## config.mk

```make
export PLATFORM = sky130hd
export DESIGN_NAME = fcc_ctrl
export DESIGN_NICKNAME = d
export VERILOG_FILES = /design/src/rtl/fcc_pkg.sv /design/src/rtl/fcc_ctrl.sv
export SDC_FILE = /design/constraint.sdc
export NUM_CORES = 1
export LEC_CHECK = 0
export BUFFER_PORTS_ARGS = -buffer_cell sky130_fd_sc_hd__buf_4
export CAP_MARGIN = 10
export CORE_MARGIN = 2
export CORE_UTILIZATION = 25
export DETAILED_ROUTE_END_ITERATION = 12
export SETUP_SLACK_MARGIN = 0.4
export SYNTH_ARGS = -nofsm -noshare
export SYNTH_HDL_FRONTEND = slang
export SYNTH_SLANG_ARGS = --single-unit
```

## constraint.sdc

```tcl
create_clock -name clk -period 1.9 [get_ports clk]
set_clock_uncertainty 0.05 [all_clocks]
set_input_delay 0.285 -clock clk [delete_from_list [all_inputs] [get_ports clk]]
set_output_delay 0.285 -clock clk [all_outputs]
set_load 0.05 [all_outputs]
```

## src/rtl/fcc_pkg.sv

```systemverilog
// Shared types, constants and codes of the FAT12 cluster chain cursor.
package fcc_pkg;

	localparam int TABLE_ENTRIES = 4096;
	localparam int PAIR_DEPTH    = TABLE_ENTRIES / 2;
	localparam int PAIR_AW       = $clog2(PAIR_DEPTH);

	localparam int CLUS_W  = 12;
	localparam int CSIZE_W = 16;
	localparam int POS_W   = 32;
	localparam int ADDR_W  = 28;
	localparam int SEEK_W  = 37;
	localparam int DIV_W   = 33;
	localparam int STEP_W  = 33;
	localparam int CNT_W   = $clog2(DIV_W);

	localparam logic [CLUS_W-1:0]  END_CHAIN   = 12'hfff;
	localparam logic [CLUS_W-1:0]  LIMIT_RST   = 12'hff7;
	localparam logic [CSIZE_W-1:0] CSIZE_RST   = 16'd512;

	localparam logic [1:0] ACT_LOAD = 2'd0;
	localparam logic [1:0] ACT_READ = 2'd1;
	localparam logic [1:0] ACT_SEEK = 2'd2;

	localparam logic [1:0] ORG_START = 2'd0;
	localparam logic [1:0] ORG_CUR   = 2'd1;
	localparam logic [1:0] ORG_END   = 2'd2;

	localparam logic [1:0] REG_CLUSTER_SIZE  = 2'd0;
	localparam logic [1:0] REG_CLUSTER_LIMIT = 2'd1;
	localparam logic [1:0] REG_START_CLUSTER = 2'd2;
	localparam logic [1:0] REG_FILE_SIZE     = 2'd3;

	typedef enum logic [1:0] {
		STAT_OK  = 2'd0,
		STAT_EOF = 2'd1,
		STAT_BAD = 2'd2
	} stat_code_t;

	typedef enum logic [4:0] {
		DP_NOP,
		DP_CAPTURE,
		DP_LOAD,
		DP_RD_MUL,
		DP_RD_FOLLOW,
		DP_RD_ADDR,
		DP_SK_MAX,
		DP_SK_ORG,
		DP_SK_CLAMP,
		DP_SK_NEG,
		DP_SK_NEG2,
		DP_SK_REST,
		DP_SK_SHORT,
		DP_SK_LONG,
		DP_SK_ACC,
		DP_WK_INIT,
		DP_WK_STEP,
		DP_WK_NEXT,
		DP_WK_BAD,
		DP_WK_MOD,
		DP_WK_SETREM,
		DP_WK_FIN
	} dp_op_t;

	typedef enum logic [4:0] {
		ST_IDLE,
		ST_DISPATCH,
		ST_RD_CHK,
		ST_RD_FOL,
		ST_RD_ADDR,
		ST_SK_MAX,
		ST_SK_ORG,
		ST_SK_CLAMP,
		ST_SK_NEG,
		ST_SK_NEG2,
		ST_SK_REST,
		ST_SK_DIST,
		ST_SK_ACC,
		ST_SK_DIV,
		ST_WK_CHK,
		ST_WK_RD,
		ST_WK_MODW,
		ST_DONE
	} ctrl_state_t;

	typedef struct packed {
		dp_op_t     op;
		logic       st_we;
		stat_code_t st;
		logic       emit;
	} dp_cmd_t;

	typedef struct packed {
		logic [1:0] act;
		logic       cur_bad;
		logic       off_in;
		logic       at_eof;
		logic       short_seek;
		logic       div_done;
		logic       steps_zero;
		logic       cyc_hit;
		logic       next_bad;
		logic       out_free;
	} dp_stat_t;

endpackage

```

## src/rtl/fcc_ctrl.sv

```systemverilog
// Controller: sequences load, read and seek transactions through the datapath.
module fcc_ctrl (
	input  logic               clk,
	input  logic               arst_n,
	input  logic               in_valid,
	output logic               in_stall,
	input  fcc_pkg::dp_stat_t  stat,
	output fcc_pkg::dp_cmd_t   cmd
);

	fcc_pkg::ctrl_state_t state_q;
	fcc_pkg::ctrl_state_t state_d;

	always_ff @(posedge clk or negedge arst_n) begin
		if (!arst_n) begin
			state_q <= fcc_pkg::ST_IDLE;
		end else begin
			state_q <= state_d;
		end
	end

	always_comb begin
		state_d = state_q;
		case (state_q)
			fcc_pkg::ST_IDLE: begin
				if (in_valid) state_d = fcc_pkg::ST_DISPATCH;
			end
			fcc_pkg::ST_DISPATCH: begin
				case (stat.act)
					fcc_pkg::ACT_READ: state_d = fcc_pkg::ST_RD_CHK;
					fcc_pkg::ACT_SEEK: state_d = fcc_pkg::ST_SK_MAX;
					default:           state_d = fcc_pkg::ST_DONE;
				endcase
			end
			fcc_pkg::ST_RD_CHK: begin
				if (stat.cur_bad || (stat.off_in && stat.at_eof)) begin
					state_d = fcc_pkg::ST_DONE;
				end else if (stat.off_in) begin
					state_d = fcc_pkg::ST_RD_ADDR;
				end else begin
					state_d = fcc_pkg::ST_RD_FOL;
				end
			end
			fcc_pkg::ST_RD_FOL:   state_d = fcc_pkg::ST_RD_CHK;
			fcc_pkg::ST_RD_ADDR:  state_d = fcc_pkg::ST_DONE;
			fcc_pkg::ST_SK_MAX:   state_d = fcc_pkg::ST_SK_ORG;
			fcc_pkg::ST_SK_ORG:   state_d = fcc_pkg::ST_SK_CLAMP;
			fcc_pkg::ST_SK_CLAMP: state_d = fcc_pkg::ST_SK_NEG;
			fcc_pkg::ST_SK_NEG:   state_d = fcc_pkg::ST_SK_NEG2;
			fcc_pkg::ST_SK_NEG2:  state_d = fcc_pkg::ST_SK_REST;
			fcc_pkg::ST_SK_REST:  state_d = fcc_pkg::ST_SK_DIST;
			fcc_pkg::ST_SK_DIST: begin
				state_d = stat.short_seek ? fcc_pkg::ST_DONE : fcc_pkg::ST_SK_ACC;
			end
			fcc_pkg::ST_SK_ACC: state_d = fcc_pkg::ST_SK_DIV;
			fcc_pkg::ST_SK_DIV: begin
				if (stat.div_done) state_d = fcc_pkg::ST_WK_CHK;
			end
			fcc_pkg::ST_WK_CHK: begin
				if (stat.steps_zero) begin
					state_d = fcc_pkg::ST_DONE;
				end else if (stat.cyc_hit) begin
					state_d = fcc_pkg::ST_WK_MODW;
				end else begin
					state_d = fcc_pkg::ST_WK_RD;
				end
			end
			fcc_pkg::ST_WK_RD: begin
				state_d = stat.next_bad ? fcc_pkg::ST_DONE : fcc_pkg::ST_WK_CHK;
			end
			fcc_pkg::ST_WK_MODW: begin
				if (stat.div_done) state_d = fcc_pkg::ST_WK_CHK;
			end
			fcc_pkg::ST_DONE: begin
				if (stat.out_free) state_d = fcc_pkg::ST_IDLE;
			end
			default: state_d = fcc_pkg::ST_IDLE;
		endcase
	end

	always_comb begin
		cmd.op    = fcc_pkg::DP_NOP;
		cmd.st_we = 1'b0;
		cmd.st    = fcc_pkg::STAT_OK;
		cmd.emit  = 1'b0;
		in_stall  = (state_q != fcc_pkg::ST_IDLE);
		case (state_q)
			fcc_pkg::ST_IDLE: begin
				if (in_valid) cmd.op = fcc_pkg::DP_CAPTURE;
			end
			fcc_pkg::ST_DISPATCH: begin
				if (stat.act == fcc_pkg::ACT_LOAD) cmd.op = fcc_pkg::DP_LOAD;
			end
			fcc_pkg::ST_RD_CHK: begin
				if (stat.cur_bad) begin
					cmd.st_we = 1'b1;
					cmd.st    = fcc_pkg::STAT_BAD;
				end else if (stat.off_in && stat.at_eof) begin
					cmd.st_we = 1'b1;
					cmd.st    = fcc_pkg::STAT_EOF;
				end else if (stat.off_in) begin
					cmd.op = fcc_pkg::DP_RD_MUL;
				end
			end
			fcc_pkg::ST_RD_FOL:   cmd.op = fcc_pkg::DP_RD_FOLLOW;
			fcc_pkg::ST_RD_ADDR:  cmd.op = fcc_pkg::DP_RD_ADDR;
			fcc_pkg::ST_SK_MAX:   cmd.op = fcc_pkg::DP_SK_MAX;
			fcc_pkg::ST_SK_ORG:   cmd.op = fcc_pkg::DP_SK_ORG;
			fcc_pkg::ST_SK_CLAMP: cmd.op = fcc_pkg::DP_SK_CLAMP;
			fcc_pkg::ST_SK_NEG:   cmd.op = fcc_pkg::DP_SK_NEG;
			fcc_pkg::ST_SK_NEG2:  cmd.op = fcc_pkg::DP_SK_NEG2;
			fcc_pkg::ST_SK_REST:  cmd.op = fcc_pkg::DP_SK_REST;
			fcc_pkg::ST_SK_DIST: begin
				cmd.op = stat.short_seek ? fcc_pkg::DP_SK_SHORT : fcc_pkg::DP_SK_LONG;
			end
			fcc_pkg::ST_SK_ACC: cmd.op = fcc_pkg::DP_SK_ACC;
			fcc_pkg::ST_SK_DIV: begin
				if (stat.div_done) cmd.op = fcc_pkg::DP_WK_INIT;
			end
			fcc_pkg::ST_WK_CHK: begin
				if (stat.steps_zero) begin
					cmd.op = fcc_pkg::DP_WK_FIN;
				end else if (stat.cyc_hit) begin
					cmd.op = fcc_pkg::DP_WK_MOD;
				end else begin
					cmd.op = fcc_pkg::DP_WK_STEP;
				end
			end
			fcc_pkg::ST_WK_RD: begin
				if (stat.next_bad) begin
					cmd.op    = fcc_pkg::DP_WK_BAD;
					cmd.st_we = 1'b1;
					cmd.st    = fcc_pkg::STAT_BAD;
				end else begin
					cmd.op = fcc_pkg::DP_WK_NEXT;
				end
			end
			fcc_pkg::ST_WK_MODW: begin
				if (stat.div_done) cmd.op = fcc_pkg::DP_WK_SETREM;
			end
			fcc_pkg::ST_DONE: begin
				cmd.emit = stat.out_free;
			end
			default: ;
		endcase
	end

endmodule
```

==> impl.org <==
** Logic synthesis
- Of the post-synthesis cell area, the dominant cell type holds 0.1211.
- Per-instance average area after synthesis :: 7.278 um2
- Cells taking the most area after synthesis :: sky130_fd_sc_hd__dfrtp_1, sky130_fd_sc_hd__nand2_1, sky130_fd_sc_hd__nor2_1, sky130_fd_sc_hd__ha_1, sky130_fd_sc_hd__o21ai_0
- Number of register bits inferred by synthesis :: 5
- Leading area contributor after synthesis :: sky130_fd_sc_hd__dfrtp_1
- For this run, the register share of the synthesized area comes to 0.1211.
- Counting distinct cell types in the post-synthesis netlist gives 54.
- Syn_nets :: 160
- Synthesis warning total :: 0
- After technology mapping, the gate count stands at 142.
- Total standard cell area after synthesis :: 1033 um2

** Setup path
- Category of the worst setup path capture point :: primary output
- On the critical path, the stage with the largest delay is an instance of sky130_fd_sc_hd__dfrtp_1.
- Worst Setup Path Type :: reg -> out
- Maximum fanout encountered on the critical timing path :: 13
- Arr. time, crit path :: 1.62 ns
- Largest stage delay, worst path :: 0.38 ns
- The kind of cell with the highest combined delay along the critical path is simple AND/OR/NAND/NOR gates.
- For the worst setup path, the data required time is 1.56 ns.
- The critical path goes through buf_12 -> nand4b_2 -> nand2b_4 -> nor2_1 -> nor3_2 -> o21ai_4 -> buf_6.
- The critical path contains buffers and inverters numbering 2 combined.
- Element type at the critical path start :: flop

** CTS
- Clock transition at the registers of the reported paths :: 0.03 ns
- Counting the buffers created by CTS gives 3.
- Cell chosen for the clock root :: sky130_fd_sc_hd__clkbuf_8
- For the worst-skew pair, the clock arrives at the later sink with an insertion delay of 0.22 ns.
- In this run the number of H-tree levels came out at 1.
- Clock tree from TritonCTS :: yes
- CTS saw 5 sinks.
- The clock passes through at most 2 buffers.

** Floorplan
- The floorplan has 23 rows.
- The total area inside the core boundary comes to 4000 um2.
- In this run the horizontal extent of the chip is 68.30 um.
- Top-level I/O count :: 24
- Initial Utilization :: 0.2584
- Measured along the y axis, the die boundary spans 68.30 um.
- The die covers 4664 um2.

** Cells and area
- Once layout is done, the placed cells without fillers occupy 1883 um2.
- Layout-stage area growth over the synthesis result :: 82.20%
- Share of cells above drive strength 1 :: 0.5729
- Post-layout net count :: 218
- Most flop-heavy register :: state_q
- Utilization after layout :: 0.4708
- Largest registers ranked by flip-flop count :: state_q: 5 flops
- The register with the most flip-flops in the layout has 5 of them.
- For this run, the number of standard cells in the final layout without fillers is 249.
- Antenna fix cells :: 0

** STA
- Setup total negative slack on the finished layout was measured at -0.1340 ns.
- The routed design could run at a clock period as short as 1.951 ns.
- Setup repair after global routing missed its margin :: true
- Setup ws final :: -0.05118 ns
- Worst slew margin :: 0.7146
- Derived from the worst setup path, the maximum achievable clock frequency is 512.5 MHz.
- Setup Viol. Count Final :: 4
- Tightest Pin Transition :: 0.4226 ns
- Dividing the final minimum period by the clock period gives 1.027.
- The count of final hold-check violations came to 0.
- Count of pins over their slew limit :: 0

** Detailed routing
- First drt pass iteration count :: 4
- Initial DRC count :: 89
- Average detailed-routed wire length per instance :: 14.71 um
- Wires add up to 3663 um.
- Final ANT Viol Nets :: 0
- Remaining design rule violation count :: 0
- The final route contains 1283 vias.
- Post-DR vias/cell :: 5.153

** Pwr
- The worst-case IR drop observed on VDD is 0.4614 mV.
- Areal power density over the cells :: 1375 nW/um2
- In this run the static leakage power is 0.8170 nW.

** Place
- Routability-driven placement finished with a final weighted congestion of 0.8909.
- The placed instances occupy a cell area of 1469 um2.
- Place WS :: 0.03849 ns
- In this run the tool buffered the top-level ports with 23 buffer cells.
- Total instance count after detailed placement :: 220
- Total half-perimeter wirelength after legalization and detailed placement :: 2514 um

** Job
- Maxcap violations :: 0

** GRT
- Entering global routing, the biggest net connects 17 pins.
- Initial antenna violation count :: 0
- The first global-routing pass estimated 5865 um of wire.
- Summed over all layers, the global routing overflow is 0.
- Number of global-route vias before repair :: 1262
- In the global route stage, overall resource usage came out at 0.1691.

** Run status
- Outcome :: finished with violations
- Failing checks :: setup timing

** Hold path
- In this run the worst hold path is classified as in -> async.
## final cells by class
cell class / count / area [um2]
multi-input combinational: 120 / 1007
tap: 50 / 62.56
timing repair buffer: 63 / 611.8
sequential: 5 / 130.1
clock buffer: 4 / 45.04
inverter: 7 / 26.28
fill: 396 / 2117
## Yosys cell counts (all sizes together)
| cell | instances |
|---|---|
| xor2 | 1 |
| inv | 7 |
| a31oi | 2 |
| nor3 | 5 |
| or2b | 1 |
| o41ai | 1 |
| nand3 | 4 |
| a221oi | 1 |
| o211ai | 1 |
| maj3 | 1 |
| o21bai | 2 |
| o22ai | 3 |
| nand4b | 2 |
| a21boi | 2 |
| a21o | 2 |
| a211o | 1 |
| nor2 | 17 |
| dfrtp | 5 |
| o21ai | 14 |
| or2 | 1 |
| o2bb2ai | 2 |
| nand2b | 4 |
| and4b | 1 |
| nand4 | 3 |
| or3 | 1 |
| buf | 10 |
| o221ai | 1 |
| or3b | 1 |
| nor2b | 4 |
| and3 | 1 |
| and2b | 2 |
| ha | 4 |
| nor4b | 1 |
| a21oi | 6 |
| and2 | 2 |
| nor4 | 2 |
| nand2 | 19 |
| a2bb2oi | 1 |
| and4 | 1 |
| a311oi | 1 |
| a211oi | 2 |
## path summary, 6_finish.rpt
| kind | startpoint | end | slack [ns] | cells past startpoint |
|---|---|---|---|---|
| worst max-delay path | state_q[2]$_DFFE_PN0P_ | cmd[4] | -0.05 | 7 |
| worst min-delay path | arst_n | state_q[4]$_DFFE_PN0P_ | 0.35 | 2 |
| worst max register to register | state_q[3]$_DFFE_PN0P_ | state_q[0]$_DFFE_PN0P_ | 0.08 | 8 |
| worst min register to register | state_q[4]$_DFFE_PN0P_ | state_q[4]$_DFFE_PN0P_ | 0.55 | 2 |
| max in group asynchronous | arst_n | state_q[0]$_DFFE_PN0P_ | 1.33 | 2 |
| min in group clk | in_valid | state_q[3]$_DFFE_PN0P_ | 0.44 | 4 |
## report_power, final
group          total (mW)  switching (mW)  internal (mW)  leakage, nW
clock network       0.197          0.0534          0.144       0.0228
logic                2.15            1.13           1.03        0.735
registers           0.237          0.0844          0.152       0.0598
## layout by cell type, fill, tap and decap left out, types with 4 or more instances in the layout
cell type / count
sky130_fd_sc_hd__buf_8: 4
sky130_fd_sc_hd__nor2_1: 13
sky130_fd_sc_hd__inv_1: 5
sky130_fd_sc_hd__buf_4: 39
sky130_fd_sc_hd__o21ai_2: 4
sky130_fd_sc_hd__nand2_2: 4
sky130_fd_sc_hd__buf_12: 4
sky130_fd_sc_hd__o21ai_0: 6
sky130_fd_sc_hd__buf_6: 15
sky130_fd_sc_hd__nand2_1: 12
sky130_fd_sc_hd__ha_1: 4
sky130_fd_sc_hd__dfrtp_2: 4
## kinds of logic (layout without fill, tap and decap cells)
logic type | count (synthesis) | after routing | share of synthesized area
adders and majority gates | 5 | 5 | 0.05811
AOI/OAI and AO/OA | 42 | 42 | 0.2809
xor gates and xnor gates | 1 | 1 | 0.008476
and+or+nand+nor | 72 | 72 | 0.4177
buffers and inverters | 17 | 74 | 0.1138
DFF | 5 | 5 | 0.1211
## metrics by stage
stage | hold slack, ns | power [mW]
after floorplan | -0.06059 | 1.423
after global placement | 0.03876 | 1.837
after detailed placement | 0.03769 | 1.834
after CTS | 0.3509 | 2.451
after global routing | 0.3696 | 2.744
final | 0.3491 | 2.588
## routing by layer
| layer | track usage | wire (um) |
|---|---|---|
| met2 | 0.2718 | 1764 |
| met4 | 0.1025 | 129 |
| met5 | 0 | 0 |
| met3 | 0.02303 | 162 |
| met1 | 0.2129 | 1607 |
## what timing repair did
action	in CTS	in global routing
hold buffers	1	0
setup buffers	16	8
pin swaps	18	8
hold endpoints to repair	5	0
gates resized for setup	40	7
endpoints found under the setup margin	15	15
Power figures use the tool's default switching activity.
